==> src/hdl/assert_macros.svh <==
// Assertion shorthands for the peak finder RTL.
// Expects signals named clk and rst_n in the including scope.
`ifndef ASSERT_MACROS_SVH
`define ASSERT_MACROS_SVH

// Condition that must hold at every clock edge out of reset.
`define GLP_ASSERT(label, expr, msg) \
    label: assert property (@(posedge clk) disable iff (!rst_n) (expr)) \
        else $error(msg);

// Same-cycle implication.
`define GLP_ASSERT_IMP(label, ante, cons, msg) \
    label: assert property (@(posedge clk) disable iff (!rst_n) (ante) |-> (cons)) \
        else $error(msg);

`endif

==> src/hdl/glp_pkg.sv <==
// Shared types and constants of the grid local peak finder.
// No dependencies; imported by the cell and the top level.
package glp_pkg;

    // result field widths
    localparam int ROW_PORT_W = 7;
    localparam int COL_PORT_W = 5;

    // configuration port
    localparam int CFG_DATA_W = 8;
    localparam int CFG_IDX_W  = 1;
    localparam int ROWS_CFG_W = 8;
    localparam int COLS_CFG_W = 6;

    localparam logic [CFG_IDX_W-1:0] CFG_ROWS = 1'd0;
    localparam logic [CFG_IDX_W-1:0] CFG_COLS = 1'd1;

    localparam logic [ROWS_CFG_W-1:0] ROWS_RESET = 8'd1;
    localparam logic [COLS_CFG_W-1:0] COLS_RESET = 6'd1;

    // control broadcast to every cell of the line chain
    typedef struct packed {
        logic shift;   // rotate the chain by one column
        logic clear;   // zero the upper line (new frame)
    } cell_ctl_t;

endpackage

==> src/hdl/glp_if.sv <==
// Stream interfaces of the peak finder: sample words in, peak words out.
// Depends on glp_pkg for the result field widths.
interface glp_sample_if #(
    parameter int SAMPLE_WIDTH = 16
);
    logic                    valid;
    logic                    ready;
    logic [SAMPLE_WIDTH-1:0] sample;

    modport source (output valid, output sample, input ready);
    modport sink   (input valid, input sample, output ready);
endinterface

interface glp_peak_if;
    logic                            valid;
    logic                            ready;
    logic [glp_pkg::ROW_PORT_W-1:0]  peak_row;
    logic [glp_pkg::COL_PORT_W-1:0]  peak_col;
    logic                            last_of_run;

    modport source (output valid, output peak_row, output peak_col, output last_of_run,
                    input ready);
    modport sink   (input valid, input peak_row, input peak_col, input last_of_run,
                    output ready);
endinterface

==> src/hdl/glp_cell.sv <==
// One column cell of the line chain: holds the upper and middle line values.
// Depends on glp_pkg (cell_ctl_t).
module glp_cell import glp_pkg::*; #(
    parameter int W = 16
) (
    input  logic         clk,
    input  logic         rst_n,
    input  cell_ctl_t    ctl,
    input  logic         is_tail,
    input  logic [W-1:0] nbr_upper,
    input  logic [W-1:0] nbr_middle,
    input  logic [W-1:0] ins_upper,
    input  logic [W-1:0] ins_middle,
    output logic [W-1:0] upper,
    output logic [W-1:0] middle
);

    logic [W-1:0] upper_reg;
    logic [W-1:0] upper_next;
    logic [W-1:0] middle_reg;
    logic [W-1:0] middle_next;

    // tail cell takes the new column, others take their right neighbor
    always_comb
    begin
        upper_next  = is_tail ? ins_upper  : nbr_upper;
        middle_next = is_tail ? ins_middle : nbr_middle;
    end

    // upper line: zero at reset and at frame start
    always_ff @(posedge clk or negedge rst_n)
    begin
        if (!rst_n)
        begin
            upper_reg <= '0;
        end
        else if (ctl.clear)
        begin
            upper_reg <= '0;
        end
        else if (ctl.shift)
        begin
            upper_reg <= upper_next;
        end
    end

    // middle line: written in the first row before any read
    always_ff @(posedge clk)
    begin
        if (ctl.shift)
        begin
            middle_reg <= middle_next;
        end
    end

    assign upper  = upper_reg;
    assign middle = middle_reg;

endmodule

==> src/hdl/grid_local_peak_finder_top.sv <==
// Top level of the grid local peak finder: position control, judge, output stage.
// Depends on glp_pkg, glp_if (stream interfaces), glp_cell and assert_macros.svh.
//
//  channel   dir  words                              handshake
//  samples   in   sample                             valid/ready
//  peaks     out  peak_row, peak_col, last_of_run    valid/ready
//  cfg       in   cfg_we, cfg_index, cfg_wdata       write enable, no wait
//
// One sample per cycle while the output stage can take a result; the rotating
// chain of column cells supplies center, up and right for the judge each cycle.
// After the last sample of a frame no sample is taken: the chain rotates
// once through the last row to judge it against a zero row, then the last
// pending result is sent. A stalled output holds the sample input and the flush.
// Reset (rst_n, async) clears positions, the upper line and the registers to 1.
`include "assert_macros.svh"

module grid_local_peak_finder_top import glp_pkg::*; #(
    parameter int MAX_COLS     = 32,
    parameter int MAX_ROWS     = 128,
    parameter int SAMPLE_WIDTH = 16
) (
    input  logic                  clk,
    input  logic                  rst_n,
    glp_sample_if.sink            samples,
    glp_peak_if.source            peaks,
    input  logic                  cfg_we,
    input  logic [CFG_IDX_W-1:0]  cfg_index,
    input  logic [CFG_DATA_W-1:0] cfg_wdata
);

    localparam int ROW_W = (MAX_ROWS > 128) ? $clog2(MAX_ROWS) : ROW_PORT_W;
    localparam int COL_W = (MAX_COLS > 32)  ? $clog2(MAX_COLS) : COL_PORT_W;

    typedef enum logic [1:0] {
        ST_RUN,
        ST_FLUSH,
        ST_FIN
    } state_t;

    typedef logic [SAMPLE_WIDTH-1:0] sample_t;

    state_t                 state_reg,     state_next;
    logic [ROW_W-1:0]       row_pos_reg,   row_pos_next;
    logic [COL_W-1:0]       col_pos_reg,   col_pos_next;
    logic                   hold_valid_reg, hold_valid_next;
    logic [ROW_W-1:0]       hold_row_reg,  hold_row_next;
    logic [COL_W-1:0]       hold_col_reg,  hold_col_next;
    sample_t                left_reg,      left_next;
    logic [ROWS_CFG_W-1:0]  rows_cfg_reg,  rows_cfg_next;
    logic [COLS_CFG_W-1:0]  cols_cfg_reg,  cols_cfg_next;
    logic                   out_valid_reg, out_valid_next;
    logic [ROW_PORT_W-1:0]  out_row_reg,   out_row_next;
    logic [COL_PORT_W-1:0]  out_col_reg,   out_col_next;
    logic                   out_last_reg,  out_last_next;

    logic [ROW_W-1:0] last_row;
    logic [COL_W-1:0] last_col;

    cell_ctl_t cell_ctl;
    sample_t   ins_upper;
    sample_t   ins_middle;
    sample_t   cell_upper  [MAX_COLS];
    sample_t   cell_middle [MAX_COLS];
    sample_t   right_src;

    sample_t centre, up_val, down_val, left_val, right_val;
    logic    ge_all;
    logic    advance;
    logic    sample_accept;
    logic    push;
    logic    push_last;
    logic [ROW_W-1:0] push_row;
    logic [COL_W-1:0] push_col;
    logic    peak_now;

    // clamp the frame size registers to the supported range
    always_comb
    begin
        if (rows_cfg_reg == '0)
        begin
            last_row = '0;
        end
        else if (32'(rows_cfg_reg) > MAX_ROWS)
        begin
            last_row = ROW_W'(MAX_ROWS - 1);
        end
        else
        begin
            last_row = ROW_W'(32'(rows_cfg_reg) - 32'd1);
        end

        if (cols_cfg_reg == '0)
        begin
            last_col = '0;
        end
        else if (32'(cols_cfg_reg) > MAX_COLS)
        begin
            last_col = COL_W'(MAX_COLS - 1);
        end
        else
        begin
            last_col = COL_W'(32'(cols_cfg_reg) - 32'd1);
        end
    end

    // line chain: cell 0 is the column being judged, the active length rotates
    for (genvar i = 0; i < MAX_COLS; i++)
    begin : g_cell
        sample_t nbr_upper;
        sample_t nbr_middle;

        if (i + 1 < MAX_COLS)
        begin : g_link
            assign nbr_upper  = cell_upper[i+1];
            assign nbr_middle = cell_middle[i+1];
        end
        else
        begin : g_end
            assign nbr_upper  = '0;
            assign nbr_middle = '0;
        end

        glp_cell #(
            .W (SAMPLE_WIDTH)
        ) u_cell (
            .clk        (clk),
            .rst_n      (rst_n),
            .ctl        (cell_ctl),
            .is_tail    (COL_W'(i) == last_col),
            .nbr_upper  (nbr_upper),
            .nbr_middle (nbr_middle),
            .ins_upper  (ins_upper),
            .ins_middle (ins_middle),
            .upper      (cell_upper[i]),
            .middle     (cell_middle[i])
        );
    end

    if (MAX_COLS > 1)
    begin : g_right
        assign right_src = cell_middle[1];
    end
    else
    begin : g_no_right
        assign right_src = '0;
    end

    // four-neighbor judge; outside the grid reads as zero
    always_comb
    begin
        centre    = cell_middle[0];
        up_val    = cell_upper[0];
        down_val  = (state_reg == ST_FLUSH) ? '0 : samples.sample;
        left_val  = (col_pos_reg == '0) ? '0 : left_reg;
        right_val = (col_pos_reg == last_col) ? '0 : right_src;
        ge_all    = ($signed(centre) >= $signed(up_val))
                 && ($signed(centre) >= $signed(down_val))
                 && ($signed(centre) >= $signed(left_val))
                 && ($signed(centre) >= $signed(right_val));
    end

    assign advance       = !out_valid_reg || peaks.ready;
    assign samples.ready = (state_reg == ST_RUN) && advance;
    assign sample_accept = samples.valid && samples.ready;

    // sequencer: per-sample judge, end-of-frame flush, last pending result
    always_comb
    begin
        state_next      = state_reg;
        row_pos_next    = row_pos_reg;
        col_pos_next    = col_pos_reg;
        hold_valid_next = hold_valid_reg;
        hold_row_next   = hold_row_reg;
        hold_col_next   = hold_col_reg;
        left_next       = left_reg;
        rows_cfg_next   = rows_cfg_reg;
        cols_cfg_next   = cols_cfg_reg;
        cell_ctl        = '0;
        ins_upper       = cell_upper[0];
        ins_middle      = cell_middle[0];
        push            = 1'b0;
        push_last       = 1'b1;
        push_row        = row_pos_reg - 1'b1;
        push_col        = col_pos_reg;
        peak_now        = (row_pos_reg != '0) && ge_all;

        case (state_reg)
            ST_RUN:
            begin
                if (sample_accept)
                begin
                    cell_ctl.shift = 1'b1;
                    ins_middle     = samples.sample;
                    if (row_pos_reg != '0)
                    begin
                        ins_upper = centre;
                    end
                    left_next = centre;
                    if (col_pos_reg != last_col)
                    begin
                        col_pos_next = col_pos_reg + 1'b1;
                        push         = peak_now;
                    end
                    else if (row_pos_reg != last_row)
                    begin
                        col_pos_next = '0;
                        row_pos_next = row_pos_reg + 1'b1;
                        push         = peak_now;
                    end
                    else
                    begin
                        // last word of the frame: result waits for the flush
                        hold_valid_next = peak_now;
                        hold_row_next   = row_pos_reg - 1'b1;
                        hold_col_next   = col_pos_reg;
                        col_pos_next    = '0;
                        state_next      = ST_FLUSH;
                    end
                end
            end
            ST_FLUSH:
            begin
                if (advance)
                begin
                    cell_ctl.shift = 1'b1;
                    left_next      = centre;
                    if (ge_all)
                    begin
                        if (hold_valid_reg)
                        begin
                            push      = 1'b1;
                            push_last = 1'b0;
                            push_row  = hold_row_reg;
                            push_col  = hold_col_reg;
                        end
                        hold_valid_next = 1'b1;
                        hold_row_next   = row_pos_reg;
                        hold_col_next   = col_pos_reg;
                    end
                    if (col_pos_reg == last_col)
                    begin
                        cell_ctl.clear = 1'b1;
                        row_pos_next   = '0;
                        col_pos_next   = '0;
                        state_next     = ST_FIN;
                    end
                    else
                    begin
                        col_pos_next = col_pos_reg + 1'b1;
                    end
                end
            end
            ST_FIN:
            begin
                if (!hold_valid_reg)
                begin
                    state_next = ST_RUN;
                end
                else if (advance)
                begin
                    push            = 1'b1;
                    push_row        = hold_row_reg;
                    push_col        = hold_col_reg;
                    hold_valid_next = 1'b0;
                    state_next      = ST_RUN;
                end
            end
            default:
            begin
                state_next = ST_RUN;
            end
        endcase

        // register write restarts the frame
        if (cfg_we)
        begin
            cell_ctl.clear  = 1'b1;
            row_pos_next    = '0;
            col_pos_next    = '0;
            hold_valid_next = 1'b0;
            state_next      = ST_RUN;
            case (cfg_index)
                CFG_ROWS: rows_cfg_next = cfg_wdata;
                CFG_COLS: cols_cfg_next = cfg_wdata[COLS_CFG_W-1:0];
                default:  ;
            endcase
        end
    end

    // output stage
    always_comb
    begin
        out_valid_next = out_valid_reg && !peaks.ready;
        out_row_next   = out_row_reg;
        out_col_next   = out_col_reg;
        out_last_next  = out_last_reg;
        if (push)
        begin
            out_valid_next = 1'b1;
            out_row_next   = push_row[ROW_PORT_W-1:0];
            out_col_next   = push_col[COL_PORT_W-1:0];
            out_last_next  = push_last;
        end
    end

    always_ff @(posedge clk or negedge rst_n)
    begin
        if (!rst_n)
        begin
            state_reg      <= ST_RUN;
            row_pos_reg    <= '0;
            col_pos_reg    <= '0;
            hold_valid_reg <= 1'b0;
            hold_row_reg   <= '0;
            hold_col_reg   <= '0;
            left_reg       <= '0;
            rows_cfg_reg   <= ROWS_RESET;
            cols_cfg_reg   <= COLS_RESET;
            out_valid_reg  <= 1'b0;
            out_row_reg    <= '0;
            out_col_reg    <= '0;
            out_last_reg   <= 1'b0;
        end
        else
        begin
            state_reg      <= state_next;
            row_pos_reg    <= row_pos_next;
            col_pos_reg    <= col_pos_next;
            hold_valid_reg <= hold_valid_next;
            hold_row_reg   <= hold_row_next;
            hold_col_reg   <= hold_col_next;
            left_reg       <= left_next;
            rows_cfg_reg   <= rows_cfg_next;
            cols_cfg_reg   <= cols_cfg_next;
            out_valid_reg  <= out_valid_next;
            out_row_reg    <= out_row_next;
            out_col_reg    <= out_col_next;
            out_last_reg   <= out_last_next;
        end
    end

    assign peaks.valid       = out_valid_reg;
    assign peaks.peak_row    = out_row_reg;
    assign peaks.peak_col    = out_col_reg;
    assign peaks.last_of_run = out_last_reg;

    // checks
    `GLP_ASSERT_IMP(a_hold_only_in_flush, hold_valid_reg, state_reg != ST_RUN, "pending result left in run state")
    `GLP_ASSERT(a_col_in_frame, col_pos_reg <= last_col, "column position beyond frame width")
    `GLP_ASSERT(a_row_in_frame, row_pos_reg <= last_row, "row position beyond frame height")

endmodule

==> src/flat_wrapper.sv <==
// flat-port wrapper written by rule: the top's interface ports become plain ports
module grid_local_peak_finder_top_flat import glp_pkg::*;
#(
    parameter int MAX_COLS     = 32,
    parameter int MAX_ROWS     = 128,
    parameter int SAMPLE_WIDTH = 16
)
  (clk, rst_n, cfg_we, cfg_index, cfg_wdata, samples_valid, samples_sample, samples_ready, peaks_valid, peaks_peak_row, peaks_peak_col, peaks_last_of_run, peaks_ready);
  glp_sample_if #(.SAMPLE_WIDTH(SAMPLE_WIDTH)) samples_i ();
  glp_peak_if peaks_i ();
  input  logic clk;
  input  logic rst_n;
  input  logic cfg_we;
  input  logic [CFG_IDX_W-1:0] cfg_index;
  input  logic [CFG_DATA_W-1:0] cfg_wdata;
  input wire logic [$bits(samples_i.valid)-1:0] samples_valid;
  input wire logic [$bits(samples_i.sample)-1:0] samples_sample;
  output wire logic [$bits(samples_i.ready)-1:0] samples_ready;
  output wire logic [$bits(peaks_i.valid)-1:0] peaks_valid;
  output wire logic [$bits(peaks_i.peak_row)-1:0] peaks_peak_row;
  output wire logic [$bits(peaks_i.peak_col)-1:0] peaks_peak_col;
  output wire logic [$bits(peaks_i.last_of_run)-1:0] peaks_last_of_run;
  input wire logic [$bits(peaks_i.ready)-1:0] peaks_ready;
  assign samples_i.valid = samples_valid;
  assign samples_i.sample = samples_sample;
  assign samples_ready = samples_i.ready;
  assign peaks_valid = peaks_i.valid;
  assign peaks_peak_row = peaks_i.peak_row;
  assign peaks_peak_col = peaks_i.peak_col;
  assign peaks_last_of_run = peaks_i.last_of_run;
  assign peaks_i.ready = peaks_ready;
  grid_local_peak_finder_top #(.MAX_COLS(MAX_COLS), .MAX_ROWS(MAX_ROWS), .SAMPLE_WIDTH(SAMPLE_WIDTH)) u_core (.clk(clk), .rst_n(rst_n), .samples(samples_i), .peaks(peaks_i), .cfg_we(cfg_we), .cfg_index(cfg_index), .cfg_wdata(cfg_wdata));
endmodule
==> config.mk <==
export PLATFORM = sky130hd
export DESIGN_NAME = grid_local_peak_finder_top_flat
export DESIGN_NICKNAME = d
export VERILOG_FILES = /design/src/hdl/glp_pkg.sv /design/src/hdl/glp_if.sv /design/src/hdl/glp_cell.sv /design/src/hdl/grid_local_peak_finder_top.sv /design/src/flat_wrapper.sv
export VERILOG_INCLUDE_DIRS = /design/src /design/src/hdl
export SDC_FILE = /design/constraint.sdc
export NUM_CORES = 2
export LEC_CHECK = 0
export BUFFER_PORTS_ARGS = -buffer_cell sky130_fd_sc_hd__buf_2
export CAP_MARGIN = 25
export CORE_ASPECT_RATIO = 1.25
export CORE_MARGIN = 10
export CORE_UTILIZATION = 45
export DETAILED_ROUTE_END_ITERATION = 10
export PLACE_DENSITY_LB_ADDON = 0.3
export RECOVER_POWER = 25
export SYNTH_ARGS = -nofsm -noshare
export SYNTH_HDL_FRONTEND = slang
export SYNTH_SLANG_ARGS = --single-unit
==> constraint.sdc <==
create_clock -name clk -period 23.8 [get_ports clk]
set_input_delay 4.76 -clock clk [delete_from_list [all_inputs] [get_ports clk]]
set_output_delay 4.76 -clock clk [all_outputs]
set_load 0.05 [all_outputs]
==> Word level (Yosys, flattened, before mapping) <==
Index checks and enable logic that the tools add are counted.
{ "word_totals": {"word_cells": 383, "mem_count": 0, "input_bits": 30, "rom_bits": 0, "output_inout_bits": 15, "ramBits": 0, "reg_bits": 1095, "latch_bits": 0} }
{ "op_classes": {"eq_ne": 49, "n_mux": 217, "n_lt_le_gt_ge": 6, "addsub": 5, "mul": 0, "div_mod_pow": 0, "bitwise_logic": 1, "shift": 0, "n_reduce_logical": 28} }
{ "ops": {"columns": ["cell", "n"], "rows": [
  ["$mux W16", 137],
  ["$mux W7", 18],
  ["$mux W5", 17],
  ["$eq A5 B5 Y1 const A", 16],
  ["$ge A16 B16 Y1", 4],
  ["$pmux W7 S2", 3],
  ["$eq A4 B5 Y1 const A", 8],
  ["$pmux W16 S2", 1],
  ["$pmux W5 S2", 3],
  ["$mux W1", 25],
  ["$reduce_and A6 Y1", 4],
  ["$eq A3 B5 Y1 const A", 4],
  ["$mux W2", 9],
  ["$sub A7 B1 Y7 const B", 2],
  ["$ne A3 B3 Y1 const B", 4],
  ["$eq A2 B5 Y1 const A", 2],
  ["$logic_not A5 Y1", 2],
  ["$ne A3 B2 Y1 const B", 3],
  ["$gt A8 B8 Y1 const B", 1],
  ["$logic_not A8 Y1", 1],
  ["$add A7 B1 Y7 const B", 1],
  ["$logic_and A1 B1 Y1", 7],
  ["$ne A7 B7 Y1", 1],
  ["$reduce_bool A7 Y1", 1],
  ["24 further kinds", 32]
]} }

==> Longest topological paths before layout <==
{ "logic_depth": {"word_depth": 13, "mapped_depth": 23} }

==> Cells and area by module <==
From an unflattened synthesis, not the netlist that was laid out.
{ "hier_totals": {"hier_cells": 4172, "area_unflattened_um2": 54436.0} }
{ "by_module_without_submodules": {"columns": ["module", "cells_per_inst", "area_per_inst_um2", "n_inst", "seq_area_each_um2"], "rows": [
  ["glp_cell", 105, 1482.7, 32, 880.8],
  ["grid_local_peak_finder_top", 812, 6990.5, 1, 1779.2]
]} }

==> Worst setup path before layout <==
Ideal clock, no wire load.
{ "synth_path": {"path_kind": "input to register", "startpoint": "input port peaks_ready", "endpoint": "register u_core.g_cell[14].u_cell.upper_reg[0]", "setup_slack_ns": 4.980, "stages": 11, "path_buffers": 5, "arrival_ns": 18.687, "cell_sequence": "nand2b_1 buf_2 nand3_1 clkbuf_1 buf_2 nand2_1 nor2_1 clkbuf_1 clkbuf_1 nand2_1 o21ai_0"} }
{ "synth_lines": {"columns": ["item", "line", "rtl"], "rows": [
  ["start: declaration", "flat_wrapper.sv:23", "input wire logic [$bits(peaks_i.ready)-1:0] peaks_ready;"],
  ["end signal: assignment", "glp_cell.sv:43", "upper_reg <= upper_next;"],
  ["end: declaration", "glp_cell.sv:18", "logic [W-1:0] upper_reg;"]
]} }

==> flow_summary.toml <==
[worst_setup_path]
start_kind = "primary input"
path_class = "primary input to async pin"
cp.arrival_ns = 12.66
cp-end-kind = "async pin"
worstPathRequired_ns = 24.54
ff2ff_setup_slack_ns = 15.53
path_max_fanout = 100

[clock_network]
tritoncts = "built"
clockBufferDepth = 3
postCtsSetupRepairBufs = 0
cts_root_buffer = "clkbuf_16"
cts_buffers = 108
cts_max_level = 3
ctsResizeCount = 0
ctsHoldBuffers = 0
clock_sinks = 1095
clk_pin_slew_ns = 0.06
clk_latency_ns = 0.70

[outcome]
violations = "capacitance limit, slew limit"
outcome = "finished with violations"

[timing]
finalSetupViolations = 0
grt_setup_unrepaired = "false"
fin_crit_ns = 11.92
hold_viol = 0
tns_ns = 0
period_share_pct = 50.1
slew_viol_final = 327
tightest_slew_ns = 5.61
fmax_mhz = 83.9
maxSlewHeadroom_pct = -274
fin_skew_ns = 0.0239

[yosys]
synth_flop_cell = "dfrtp_1"
ys_warn_count = 0
synth_enable_flop_cells = 512
synth-seq-cells = 1095
netlist_instances = 5295
yosysSeqAreaShare_pct = 60.0
syn_avg_cell_area_um2 = 9.43
synth_nets = 5404
synth.distinct_cells = 78
async_flop_share_pct = 53.2
syn-cell-area_mm2 = 0.0499

[drt]
wl_mm = 107
post_drt_wl_per_cell_um = 16.2
postRouteAntennaNets = 0
vias = 35900
drt_iter0_markers = 2883
drc = 0
drt-pass1-iter-count = 5
avgViaCountPerCell = 5.42

[floorplanning]
die_h_um = 392
die_area_mm2 = 0.125
rows = 136
initial_core_util_pct = 45.4
io_pins = 45
die_w_um = 318
core_area_mm2 = 0.110

[place]
placed_cells_incl_taps = 6407
hpwl_mm = 62.9
port_buffers = 44
gp_congestion = 0.785

[final_layout]
synthToLayoutAreaGrowth_pct = 10.2
final_nets = 5194
diodes = 0
instances_no_fill = 6620
layout-drive-gt1-share_pct = 7.43
finish.utilization_pct = 50.0

[global_routing]
grt_pass1_vias = 34200
track_usage_pct = 16.9
grt_pass1_wl_mm = 179
antenna_found_initial = 0
grt_max_degree = 231
gr-total-overflow = 0

[run]
drv_cap = 6

[pwr]
peakVddDrop_mv = 0.0672
p_leak_uw = 0.0213
p_per_area_mw_per_mm2 = 81.5

[hold_path]
hp-class = "flip-flop to flip-flop"
critical path, stage by stage:
cell and delay [ns]:
clkbuf_1 3.84, clkbuf_1 0.92, clkbuf_1 2.18, buf_4 0.88
cell type report:
cell class / count / area [µm²]
Timing Repair Buffer: 140 / 1170
Fill cell: 9935 / 55100
Clock buffer: 168 / 3210
Tap cell: 1449 / 1810
Inverter: 43 / 161
Multi-Input combinational cell: 3697 / 18500
Clock inverter: 28 / 238
Sequential cell: 1095 / 30000
layout by cell type, fill, tap and decap left out, types with 17 or more instances in the layout:
master     count
a21oi_1      546
buf_12        17
buf_2         30
buf_4         68
clkbuf_1      58
clkbuf_16    112
clkbuf_8      20
dfrtp_1      581
edfxtp_1     512
ha_1          79
inv_1         43
mux2_2        31
nand2_1     1122
nand3_1       31
nand4_1       19
nor2_1       551
nor3_1        18
o21ai_0     1019
o31ai_1       17
power by group:
part	switching, µW	leakage [µW]	internal [µW]	total, µW
logic	409	0.00659	168	577
registers	64.4	0.0131	2180	2240
clock network	709	0.00169	956	1670
total	1180	0.0213	3300	4490
stage by stage:
step / cell area [µm²] / total power [µW] / hold slack [ns] / setup WS [ns]
after floorplan: 49900 / 2700 / 0.445 / 4.98
after global placement: 51200 / 2830 / 0.455 / 13.62
after detailed placement: 51300 / 2850 / 0.465 / 13.59
after CTS: 54800 / 4530 / 0.478 / 13.58
after global routing: 55000 / 4690 / 0.491 / 10.08
final: 55000 / 4490 / 0.470 / 11.88
per-layer routing:
| layer | up-vias | GRT usage [%] | part of all wire, % | wire length (µm) |
|---|---|---|---|---|
| met3 | 158 | 2.00 | 3.4 | 3600 |
| met5 | - | 0 | 0 | 0 |
| li1 | 17800 | - | - | - |
| met4 | 0 | 5.59 | 2.4 | 2530 |
| met1 | 17400 | 21.6 | 45 | 48100 |
| met2 | 597 | 29.5 | 49 | 53100 |
kinds of logic (layout without fill, tap and decap cells):
group	Yosys count	after routing	synth area share [%]
AND/OR/NAND/NOR	1840	1840	14.6
AO/OA/AOI/OAI	1677	1677	17.4
flip-flops	1095	1095	60.0
buffers and inverters	503	379	3.86
multiplexers	83	83	1.77
adder cells (fa/ha/maj)	79	79	1.98
XOR/XNOR	18	18	0.331
synthesized netlist by cell type (all sizes together), types with 6 or more instances:
library cell | count | share of area, %
nand2 | 1137 | 8.5
o21ai | 1034 | 10
dfrtp | 581 | 29
nor2 | 555 | 4.2
a21oi | 548 | 5.5
edfxtp | 512 | 31
clkbuf | 431 | 3.2
ha | 79 | 2.0
inv | 43 | 0.32
mux2i | 42 | 0.84
mux2 | 41 | 0.92
nand3 | 34 | 0.34
buf | 29 | 0.30
nor3 | 21 | 0.22
nand4 | 20 | 0.28
nor2b | 17 | 0.21
o31ai | 17 | 0.26
nand2b | 13 | 0.16
xnor2 | 12 | 0.23
a22oi | 9 | 0.14
a31oi | 8 | 0.10
nor4 | 8 | 0.14
o211ai | 8 | 0.12
and2 | 7 | 0.088
a21o | 6 | 0.090
xor2 | 6 | 0.11
final timing paths:
path                       depth (start not counted)                                      startpoint                                              to
max in group clk                                  10                                     peaks_ready    u_core.g_cell[29].u_cell.middle[0]$_DFFE_PP_
max                                                4                                           rst_n   u_core.g_cell[9].u_cell.upper[14]$_DFFE_PN0P_
min                                                2  u_core.g_cell[17].u_cell.upper[14]$_DFFE_PN0P_  u_core.g_cell[17].u_cell.upper[14]$_DFFE_PN0P_
min in group asynchronous                          1                                           rst_n  u_core.g_cell[24].u_cell.upper[13]$_DFFE_PN0P_
max reg2reg                                       10                 u_core.state_reg[0]$_DFFE_PN0P_    u_core.g_cell[29].u_cell.middle[0]$_DFFE_PP_
min reg2reg                                        2  u_core.g_cell[17].u_cell.upper[14]$_DFFE_PN0P_  u_core.g_cell[17].u_cell.upper[14]$_DFFE_PN0P_
Note: power is estimated with default switching activity, not from simulation.
